## config.mk

```make
export PLATFORM = sky130hd
export DESIGN_NAME = mru_active_profile_selector
export DESIGN_NICKNAME = d
export VERILOG_FILES = /design/src/design/maps_pkg.sv /design/src/design/maps_cell.sv /design/src/design/mru_active_profile_selector.sv
export SDC_FILE = /design/constraint.sdc
export NUM_CORES = 1
export LEC_CHECK = 0
export CAP_MARGIN = 20
export CORE_MARGIN = 8
export CORE_UTILIZATION = 55
export CTS_BUF_LIST = sky130_fd_sc_hd__clkbuf_8
export DETAILED_ROUTE_END_ITERATION = 16
export DONT_BUFFER_PORTS = 1
export HOLD_SLACK_MARGIN = 0.05
export PLACE_DENSITY = 0.78
export SLEW_MARGIN = 30
export SYNTH_ARGS = -nofsm -noshare
export SYNTH_HDL_FRONTEND = slang
export SYNTH_SLANG_ARGS = --single-unit
```

## constraint.sdc

```tcl
create_clock -name i_clk -period 4.5 [get_ports i_clk]
set_input_delay 1.125 -clock i_clk [delete_from_list [all_inputs] [get_ports i_clk]]
set_output_delay 1.125 -clock i_clk [all_outputs]
set_load 0.02 [all_outputs]
```

## src/design/maps_pkg.sv

```systemverilog
// shared types and constants of the active profile selector
`default_nettype none

package maps_pkg;

    // width of a profile number and of the running mask word
    localparam int PROF_W = 4;
    localparam int MASK_W = 16;
    localparam int OP_W   = 3;

    // event codes
    localparam logic [OP_W-1:0] OP_START  = 3'd0;
    localparam logic [OP_W-1:0] OP_STOP   = 3'd1;
    localparam logic [OP_W-1:0] OP_RESCAN = 3'd2;
    localparam logic [OP_W-1:0] OP_ADD    = 3'd3;
    localparam logic [OP_W-1:0] OP_REMOVE = 3'd4;

    // what every history cell does this cycle
    typedef enum logic [1:0] {
        CA_HOLD   = 2'd0,
        CA_INSERT = 2'd1,
        CA_DELETE = 2'd2
    } t_cell_act;

    // command broadcast to the history chain
    typedef struct packed {
        t_cell_act           act;
        logic [PROF_W-1:0]   key;
    } t_cell_cmd;

endpackage

`default_nettype wire

```

## src/design/maps_cell.sv

```systemverilog
// one history cell: holds one entry, matches it, shifts with its neighbors
`default_nettype none

module maps_cell #(
    parameter int IDX           = 0,
    parameter int HISTORY_DEPTH = 10,
    parameter int NUM_PROFILES  = 16
) (
    input  wire                                 i_clk,
    input  wire maps_pkg::t_cell_cmd            i_cmd,
    input  wire [$clog2(HISTORY_DEPTH+1)-1:0]   i_len,
    input  wire [NUM_PROFILES-1:0]              i_live,
    input  wire [maps_pkg::PROF_W-1:0]          i_prev_entry,
    input  wire [maps_pkg::PROF_W-1:0]          i_next_entry,
    input  wire                                 i_found,
    input  wire                                 i_live_seen,
    output logic [maps_pkg::PROF_W-1:0]         o_entry,
    output logic                                o_found,
    output logic                                o_live_seen,
    output logic [maps_pkg::PROF_W-1:0]         o_pick
);

    localparam int LW  = $clog2(HISTORY_DEPTH + 1);
    localparam int PIW = $clog2(NUM_PROFILES);
    localparam int PW  = maps_pkg::PROF_W;

    logic [PW-1:0] r_entry;
    logic [PW-1:0] n_entry;
    logic          w_valid;
    logic          w_match;
    logic          w_live;

    // occupancy, key match and liveness of the held entry
    always_comb begin
        w_valid = (LW'(IDX) < i_len);
        w_match = w_valid && (r_entry == i_cmd.key);
        w_live  = w_valid && ({28'd0, r_entry} < 32'(NUM_PROFILES))
                  && i_live[PIW'(r_entry)];
    end

    // chain outputs: match seen so far, first live entry
    always_comb begin
        o_entry     = r_entry;
        o_found     = i_found | w_match;
        o_live_seen = i_live_seen | w_live;
        o_pick      = (w_live && !i_live_seen) ? r_entry : '0;
    end

    // insert at front shifts down up to the match, delete closes the gap
    always_comb begin
        n_entry = r_entry;
        case (i_cmd.act)
            maps_pkg::CA_INSERT: begin
                if (!i_found && (LW'(IDX) <= i_len)) begin
                    n_entry = i_prev_entry;
                end
            end
            maps_pkg::CA_DELETE: begin
                if (i_found || w_match) begin
                    n_entry = i_next_entry;
                end
            end
            default: begin
                n_entry = r_entry;
            end
        endcase
    end

    always_ff @(posedge i_clk) begin
        r_entry <= n_entry;
    end

endmodule

`default_nettype wire

```

## src/design/mru_active_profile_selector.sv

```systemverilog
// top level: profile flags, display state, sequencer and the history cell chain
// start, add, remove and ignored events go through the exec state, then strobe o_done;
// stop of the displayed profile and rescan go on to the pick state, which ends the event
// when nothing is live, else the move state follows (fallback pick, then move to front).
// busy holds off the next word until the result cycle, so a new word is not taken
// before the last one is through.
// reset (synchronous, active low) clears flags, history count and display.
`default_nettype none

module mru_active_profile_selector #(
    parameter int NUM_PROFILES  = 16,
    parameter int HISTORY_DEPTH = 10
) (
    input  wire                          i_clk,
    input  wire                          i_rst_n,
    input  wire                          start,
    output logic                         busy,
    input  wire [maps_pkg::OP_W-1:0]     i_op,
    input  wire [maps_pkg::PROF_W-1:0]   i_profile_id,
    input  wire [maps_pkg::MASK_W-1:0]   i_running_mask,
    output logic                         o_done,
    output logic                         o_display_valid,
    output logic [maps_pkg::PROF_W-1:0]  o_display_profile,
    output logic                         o_display_changed,
    output logic [3:0]                   o_history_count
);

    localparam int LW  = $clog2(HISTORY_DEPTH + 1);
    localparam int PIW = $clog2(NUM_PROFILES);
    localparam int PW  = maps_pkg::PROF_W;
    localparam int MW  = maps_pkg::MASK_W;
    localparam int OW  = maps_pkg::OP_W;

    typedef enum logic [3:0] {
        S_IDLE = 4'b0001,
        S_EXEC = 4'b0010,
        S_PICK = 4'b0100,
        S_MOVE = 4'b1000
    } t_state;

    t_state              r_state, n_state;
    logic [OW-1:0]       r_op;
    logic [PW-1:0]       r_pid;
    logic [MW-1:0]       r_mask;
    logic [NUM_PROFILES-1:0] r_cfg, n_cfg;
    logic [NUM_PROFILES-1:0] r_run, n_run;
    logic [LW-1:0]       r_len, n_len;
    logic                r_shown_valid, n_shown_valid;
    logic [PW-1:0]       r_shown_prof, n_shown_prof;
    logic                r_old_valid;
    logic [PW-1:0]       r_old_prof;
    logic [PW-1:0]       r_pick, n_pick;
    logic                r_done, n_done;

    maps_pkg::t_cell_cmd w_cmd;
    logic [NUM_PROFILES-1:0] w_live;
    logic [NUM_PROFILES-1:0] w_run_load;
    logic [PW-1:0]       w_entry [HISTORY_DEPTH];
    logic [PW-1:0]       w_pick  [HISTORY_DEPTH];
    logic                w_found     [HISTORY_DEPTH+1];
    logic                w_live_seen [HISTORY_DEPTH+1];
    logic [PW-1:0]       w_hist_pick;
    logic                w_lo_any;
    logic [PIW-1:0]      w_lo_idx;
    logic                w_pok;
    logic [PIW-1:0]      w_pidx;
    logic [LW-1:0]       w_len_inc;
    logic                w_accept;

    assign w_accept = start && !busy;
    assign w_live   = r_cfg & r_run;
    assign w_found[0]     = 1'b0;
    assign w_live_seen[0] = 1'b0;

    // rescan load: only configured profiles with a mask bit run
    genvar gi;
    generate
        for (gi = 0; gi < NUM_PROFILES; gi++) begin : g_load
            if (gi < MW) begin : g_in
                assign w_run_load[gi] = r_cfg[gi] & r_mask[gi];
            end else begin : g_out
                assign w_run_load[gi] = 1'b0;
            end
        end
    endgenerate

    // history cell chain
    generate
        for (gi = 0; gi < HISTORY_DEPTH; gi++) begin : g_cell
            logic [PW-1:0] w_prev;
            logic [PW-1:0] w_next;
            if (gi == 0) begin : g_first
                assign w_prev = w_cmd.key;
            end else begin : g_mid
                assign w_prev = w_entry[gi-1];
            end
            if (gi == HISTORY_DEPTH - 1) begin : g_last
                assign w_next = w_entry[gi];
            end else begin : g_body
                assign w_next = w_entry[gi+1];
            end
            maps_cell #(
                .IDX           (gi),
                .HISTORY_DEPTH (HISTORY_DEPTH),
                .NUM_PROFILES  (NUM_PROFILES)
            ) u_cell (
                .i_clk        (i_clk),
                .i_cmd        (w_cmd),
                .i_len        (r_len),
                .i_live       (w_live),
                .i_prev_entry (w_prev),
                .i_next_entry (w_next),
                .i_found      (w_found[gi]),
                .i_live_seen  (w_live_seen[gi]),
                .o_entry      (w_entry[gi]),
                .o_found      (w_found[gi+1]),
                .o_live_seen  (w_live_seen[gi+1]),
                .o_pick       (w_pick[gi])
            );
        end
    endgenerate

    // first live history entry: only one cell drives a nonzero pick
    always_comb begin
        w_hist_pick = '0;
        for (int i = 0; i < HISTORY_DEPTH; i++) begin
            w_hist_pick = w_hist_pick | w_pick[i];
        end
    end

    // lowest-numbered live profile
    always_comb begin
        w_lo_any = 1'b0;
        w_lo_idx = '0;
        for (int i = NUM_PROFILES - 1; i >= 0; i--) begin
            if (w_live[i]) begin
                w_lo_any = 1'b1;
                w_lo_idx = PIW'(i);
            end
        end
    end

    assign w_pok     = ({28'd0, r_pid} < 32'(NUM_PROFILES));
    assign w_pidx    = PIW'(r_pid);
    assign w_len_inc = (r_len < LW'(HISTORY_DEPTH)) ? (r_len + LW'(1)) : r_len;

    // event sequencer
    always_comb begin
        n_state       = r_state;
        n_cfg         = r_cfg;
        n_run         = r_run;
        n_len         = r_len;
        n_shown_valid = r_shown_valid;
        n_shown_prof  = r_shown_prof;
        n_pick        = r_pick;
        n_done        = 1'b0;
        w_cmd.act     = maps_pkg::CA_HOLD;
        w_cmd.key     = r_pid;
        case (r_state)
            S_IDLE: begin
                if (start) begin
                    n_state = S_EXEC;
                end
            end
            S_EXEC: begin
                n_state = S_IDLE;
                n_done  = 1'b1;
                case (r_op)
                    maps_pkg::OP_START: begin
                        if (w_pok && r_cfg[w_pidx] && !r_run[w_pidx]) begin
                            n_run[w_pidx] = 1'b1;
                            n_shown_valid = 1'b1;
                            n_shown_prof  = r_pid;
                            w_cmd.act     = maps_pkg::CA_INSERT;
                            n_len = w_found[HISTORY_DEPTH] ? r_len : w_len_inc;
                        end
                    end
                    maps_pkg::OP_STOP: begin
                        if (w_pok && r_cfg[w_pidx] && r_run[w_pidx]) begin
                            n_run[w_pidx] = 1'b0;
                            if (r_shown_valid && (r_shown_prof == r_pid)) begin
                                n_state = S_PICK;
                                n_done  = 1'b0;
                            end
                        end
                    end
                    maps_pkg::OP_RESCAN: begin
                        n_run   = w_run_load;
                        n_state = S_PICK;
                        n_done  = 1'b0;
                    end
                    maps_pkg::OP_ADD: begin
                        if (w_pok) begin
                            n_cfg[w_pidx] = 1'b1;
                            n_run[w_pidx] = r_mask[r_pid];
                        end
                    end
                    maps_pkg::OP_REMOVE: begin
                        if (w_pok && r_cfg[w_pidx]) begin
                            n_cfg[w_pidx] = 1'b0;
                            n_run[w_pidx] = 1'b0;
                            if (r_shown_valid && (r_shown_prof == r_pid)) begin
                                n_shown_valid = 1'b0;
                                n_shown_prof  = '0;
                            end
                            w_cmd.act = maps_pkg::CA_DELETE;
                            n_len = w_found[HISTORY_DEPTH] ? (r_len - LW'(1)) : r_len;
                        end
                    end
                    default: begin
                        n_done = 1'b1;
                    end
                endcase
            end
            S_PICK: begin
                // history first, then lowest number, else nothing shown
                if (w_live_seen[HISTORY_DEPTH] || w_lo_any) begin
                    n_pick        = w_live_seen[HISTORY_DEPTH] ? w_hist_pick
                                                               : PW'(w_lo_idx);
                    n_shown_valid = 1'b1;
                    n_shown_prof  = n_pick;
                    n_state       = S_MOVE;
                end else begin
                    n_shown_valid = 1'b0;
                    n_shown_prof  = '0;
                    n_len         = '0;
                    n_state       = S_IDLE;
                    n_done        = 1'b1;
                end
            end
            S_MOVE: begin
                w_cmd.act = maps_pkg::CA_INSERT;
                w_cmd.key = r_pick;
                n_len     = w_found[HISTORY_DEPTH] ? r_len : w_len_inc;
                n_state   = S_IDLE;
                n_done    = 1'b1;
            end
            default: begin
                n_state = S_IDLE;
            end
        endcase
    end

    // control registers
    always_ff @(posedge i_clk) begin
        if (!i_rst_n) begin
            r_state       <= S_IDLE;
            r_cfg         <= '0;
            r_run         <= '0;
            r_len         <= '0;
            r_shown_valid <= 1'b0;
            r_shown_prof  <= '0;
            r_done        <= 1'b0;
        end else begin
            r_state       <= n_state;
            r_cfg         <= n_cfg;
            r_run         <= n_run;
            r_len         <= n_len;
            r_shown_valid <= n_shown_valid;
            r_shown_prof  <= n_shown_prof;
            r_done        <= n_done;
        end
    end

    // command word and display snapshot taken at accept
    always_ff @(posedge i_clk) begin
        r_pick <= n_pick;
        if (w_accept) begin
            r_op        <= i_op;
            r_pid       <= i_profile_id;
            r_mask      <= i_running_mask;
            r_old_valid <= r_shown_valid;
            r_old_prof  <= r_shown_prof;
        end
    end

    // result ports
    assign busy              = (r_state != S_IDLE);
    assign o_done            = r_done;
    assign o_display_valid   = r_shown_valid;
    assign o_display_profile = r_shown_prof;
    assign o_display_changed = (r_old_valid != r_shown_valid)
                               || (r_shown_valid && (r_old_prof != r_shown_prof));
    assign o_history_count   = 4'(r_len);

endmodule

`default_nettype wire

```

==> results.sh <==
export IMPL_status="finished clean"
export IMPL_start_util=0.5590
export IMPL_nets=886
export IMPL_cts_clk_slew_worst_paths_ns=0.07
export IMPL_drt_first_iter_violations=997
export IMPL_worstSetupStartpointType="register"
export IMPL_wirelength_um=26350
export IMPL_antenna_found_initial=0
export IMPL_synth_commonest_cells="90 x nor2_1, 72 x edfxtp_1, 65 x nand2_1"
export IMPL_synth_edf_count=72
export IMPL_place_hpwl_um=19200
export IMPL_cts_root_buffer="clkbuf_8"
export IMPL_grt_pass1_vias=7429
export IMPL_path_class="register to register"
export IMPL_drt_first_pass_iters=6
export IMPL_ys_ff_latch=118
export IMPL_overflow=0
export IMPL_synth_main_ff_cell="edfxtp_1"
export IMPL_fp_dieH_um=142.6
export IMPL_synthTopCellsByArea="edfxtp_1 25%, mux4_2 16%, dfxtp_1 10%"
export IMPL_clk_latency_ns=0.47
export IMPL_grtUsageTotal=0.2665
export IMPL_fin_setup_tns_ns=0
export IMPL_path_cells="or4b_1, buf_4, mux2i_4, xnor2_1, a221oi_2, and4_1, nand3b_4, or2_4, o31a_1, a311oi_1"
export IMPL_syn_nets=918
export IMPL_synth_top_cell_area_share=0.2452
export IMPL_die_area_um2=20340
export IMPL_portBuffers=0
export IMPL_synth_top_area_cell="edfxtp_1"
export IMPL_crit_arrival_ns=4.06
export IMPL_grt_max_degree=46
export IMPL_n_antenna_cell=0
export IMPL_utilization=0.5906
export IMPL_areaGrowthSynthToFinish_pct=5.649
export IMPL_cts_buffer_depth=2
export IMPL_yosysMostFrequentCell="nor2_1"
export IMPL_core_um2=15770
export IMPL_vias=7728
export IMPL_maxCapViolCount=0
export IMPL_ioPinCount=38
export IMPL_powerDensity_nw_per_um2=241.9
export IMPL_leakage_nw=2.992
export IMPL_drive_gt1_frac=0.1813
export IMPL_netlist_instances=885
export IMPL_worst_pin_slew_ns=0.8442
export IMPL_cp_top_family="simple AND/OR/NAND/NOR gates"
export IMPL_cp_required_ns=4.60
export IMPL_finClkSkew_ns=0.01984
export IMPL_drc_errors=0
export IMPL_synth_async_sr_flop_share=0
export IMPL_cts_tree="built"
export IMPL_drv_slew=0
export IMPL_rsz0062_at_grt="false"
export IMPL_yosys_warnings=0
export IMPL_fmax_ghz=0.2521
export IMPL_ys_seq_area_frac=0.3497
export IMPL_max_slew_margin_rel=0.4293
export IMPL_cpMaxStageDelayCell="or4b_1"
export IMPL_max_stage_delay_ns=0.71
export IMPL_cts_buffers=17
export IMPL_crit_buf_inv=1
export IMPL_vdd_drop_max_uv=266.5
export IMPL_postCtsSetupRepairBufs=0
export IMPL_grt_pass1_wl_um=41570
export IMPL_wl_per_cell_um=24.35
export IMPL_ant_nets=0
export IMPL_clkSinkCount=118
export IMPL_htree_levels=4
export IMPL_postCtsResizedCells=0
export IMPL_num_rows=46
export IMPL_hold_buffers=0
export IMPL_min_period_over_period=0.8814
export IMPL_synth_area_per_cell_um2=9.962
export IMPL_gp_congestion=0.9799
export IMPL_hp_class="register to register"
export IMPL_die_w_um=142.6
export IMPL_cp_max_fo=8
export IMPL_cp_end_kind="register"
export IMPL_nFillCells=1358
export IMPL_setup_viol=0
export IMPL_syn_area_um2=8816
export IMPL_hold_violations=0
export IMPL_vias_per_cell=7.142
export IMPL_synth_cell_types=78
export IMPL_period_minus_slack_ns=3.966
[cell usage in the layout (no fill, tap or decap), types with 20 or more instances in the layout]
cell type  netlist  layout
nor2_1          90      90
mux4_2          61      61
and2_1          24      24
mux2_2          27      27
dfxtp_1         46      46
nor3_1          26      25
nand2_1         65      65
o21ai_0         55      55
a21oi_1         35      35
inv_1           22      23
a211oi_1        20      20
edfxtp_1        72      72
xnor2_1         34      34
[area by class of cell]
type | count | area, um2 | share of cell area
Multi-Input combinational cell | 670 | 5364 | 0.5759
Sequential cell | 118 | 3083 | 0.3310
Timing Repair Buffer | 17 | 140.1 | 0.01505
Clock buffer | 17 | 234.0 | 0.02512
Tap cell | 216 | 270.3 | 0.02902
Clock inverter | 15 | 113.9 | 0.01222
Inverter | 29 | 108.9 | 0.01169
[worst min-delay path: cells and delay by family, from the launching register on]
kind           cells  cell delay, ns
AO/OA/AOI/OAI      2            0.16
flip-flops         1            0.34
[power by group]
part	switching (mW)	leakage [nW]	internal [mW]	total [mW]
clock	0.453	0.182	0.427	0.880
combinational	0.107	1.78	0.0674	0.174
sequential	0.0319	1.03	1.17	1.20
[per-stage QoR]
step,power (mW),area (um2),hold slack (ns),setup WS (ns),cells
after floorplan,1.343,8816,0.4244,0.8130,885
after global placement,1.387,8966,0.5292,0.6787,1050
after detailed placement,1.391,8966,0.5408,0.5695,1050
after CTS,2.262,9314,0.5510,0.5445,1082
after global routing,2.309,9314,0.5709,0.2775,1082
final,2.253,9314,0.5506,0.5337,1082
[routing by layer]
metal  track usage  vias to the layer above  share of wire  routed length [um]
met4        0.1415                        0          0.051                1354
met1        0.3459                     3648           0.38               10010
met3       0.05434                      133           0.11                3005
li1              -                     3326              -                   -
met5             0                        -              0                   0
met2        0.4121                      621           0.45               11990
[cell families (layout without fill, tap and decap cells)]
kind of cell | count (synthesis) | after routing | synth area share
fa+ha+maj | 7 | 7 | 0.009934
mux | 106 | 106 | 0.2126
simple gates | 291 | 291 | 0.1675
flops | 118 | 118 | 0.3497
buf+inv | 97 | 78 | 0.04244
compound gates | 221 | 221 | 0.1731
xor+xnor | 45 | 45 | 0.04471
[final timing paths]
check | start | to | slack [ns] | cells past startpoint
max | r_state[0] | g_cell[7].u_cell.o_entry[3] | 0.53 | 10
min | r_run[9] | r_run[9] | 0.55 | 2
max reg2reg | r_state[0] | g_cell[7].u_cell.o_entry[3] | 0.53 | 10
min reg2reg | r_run[9] | r_run[9] | 0.55 | 2
Power figures use the tool's default switching activity.
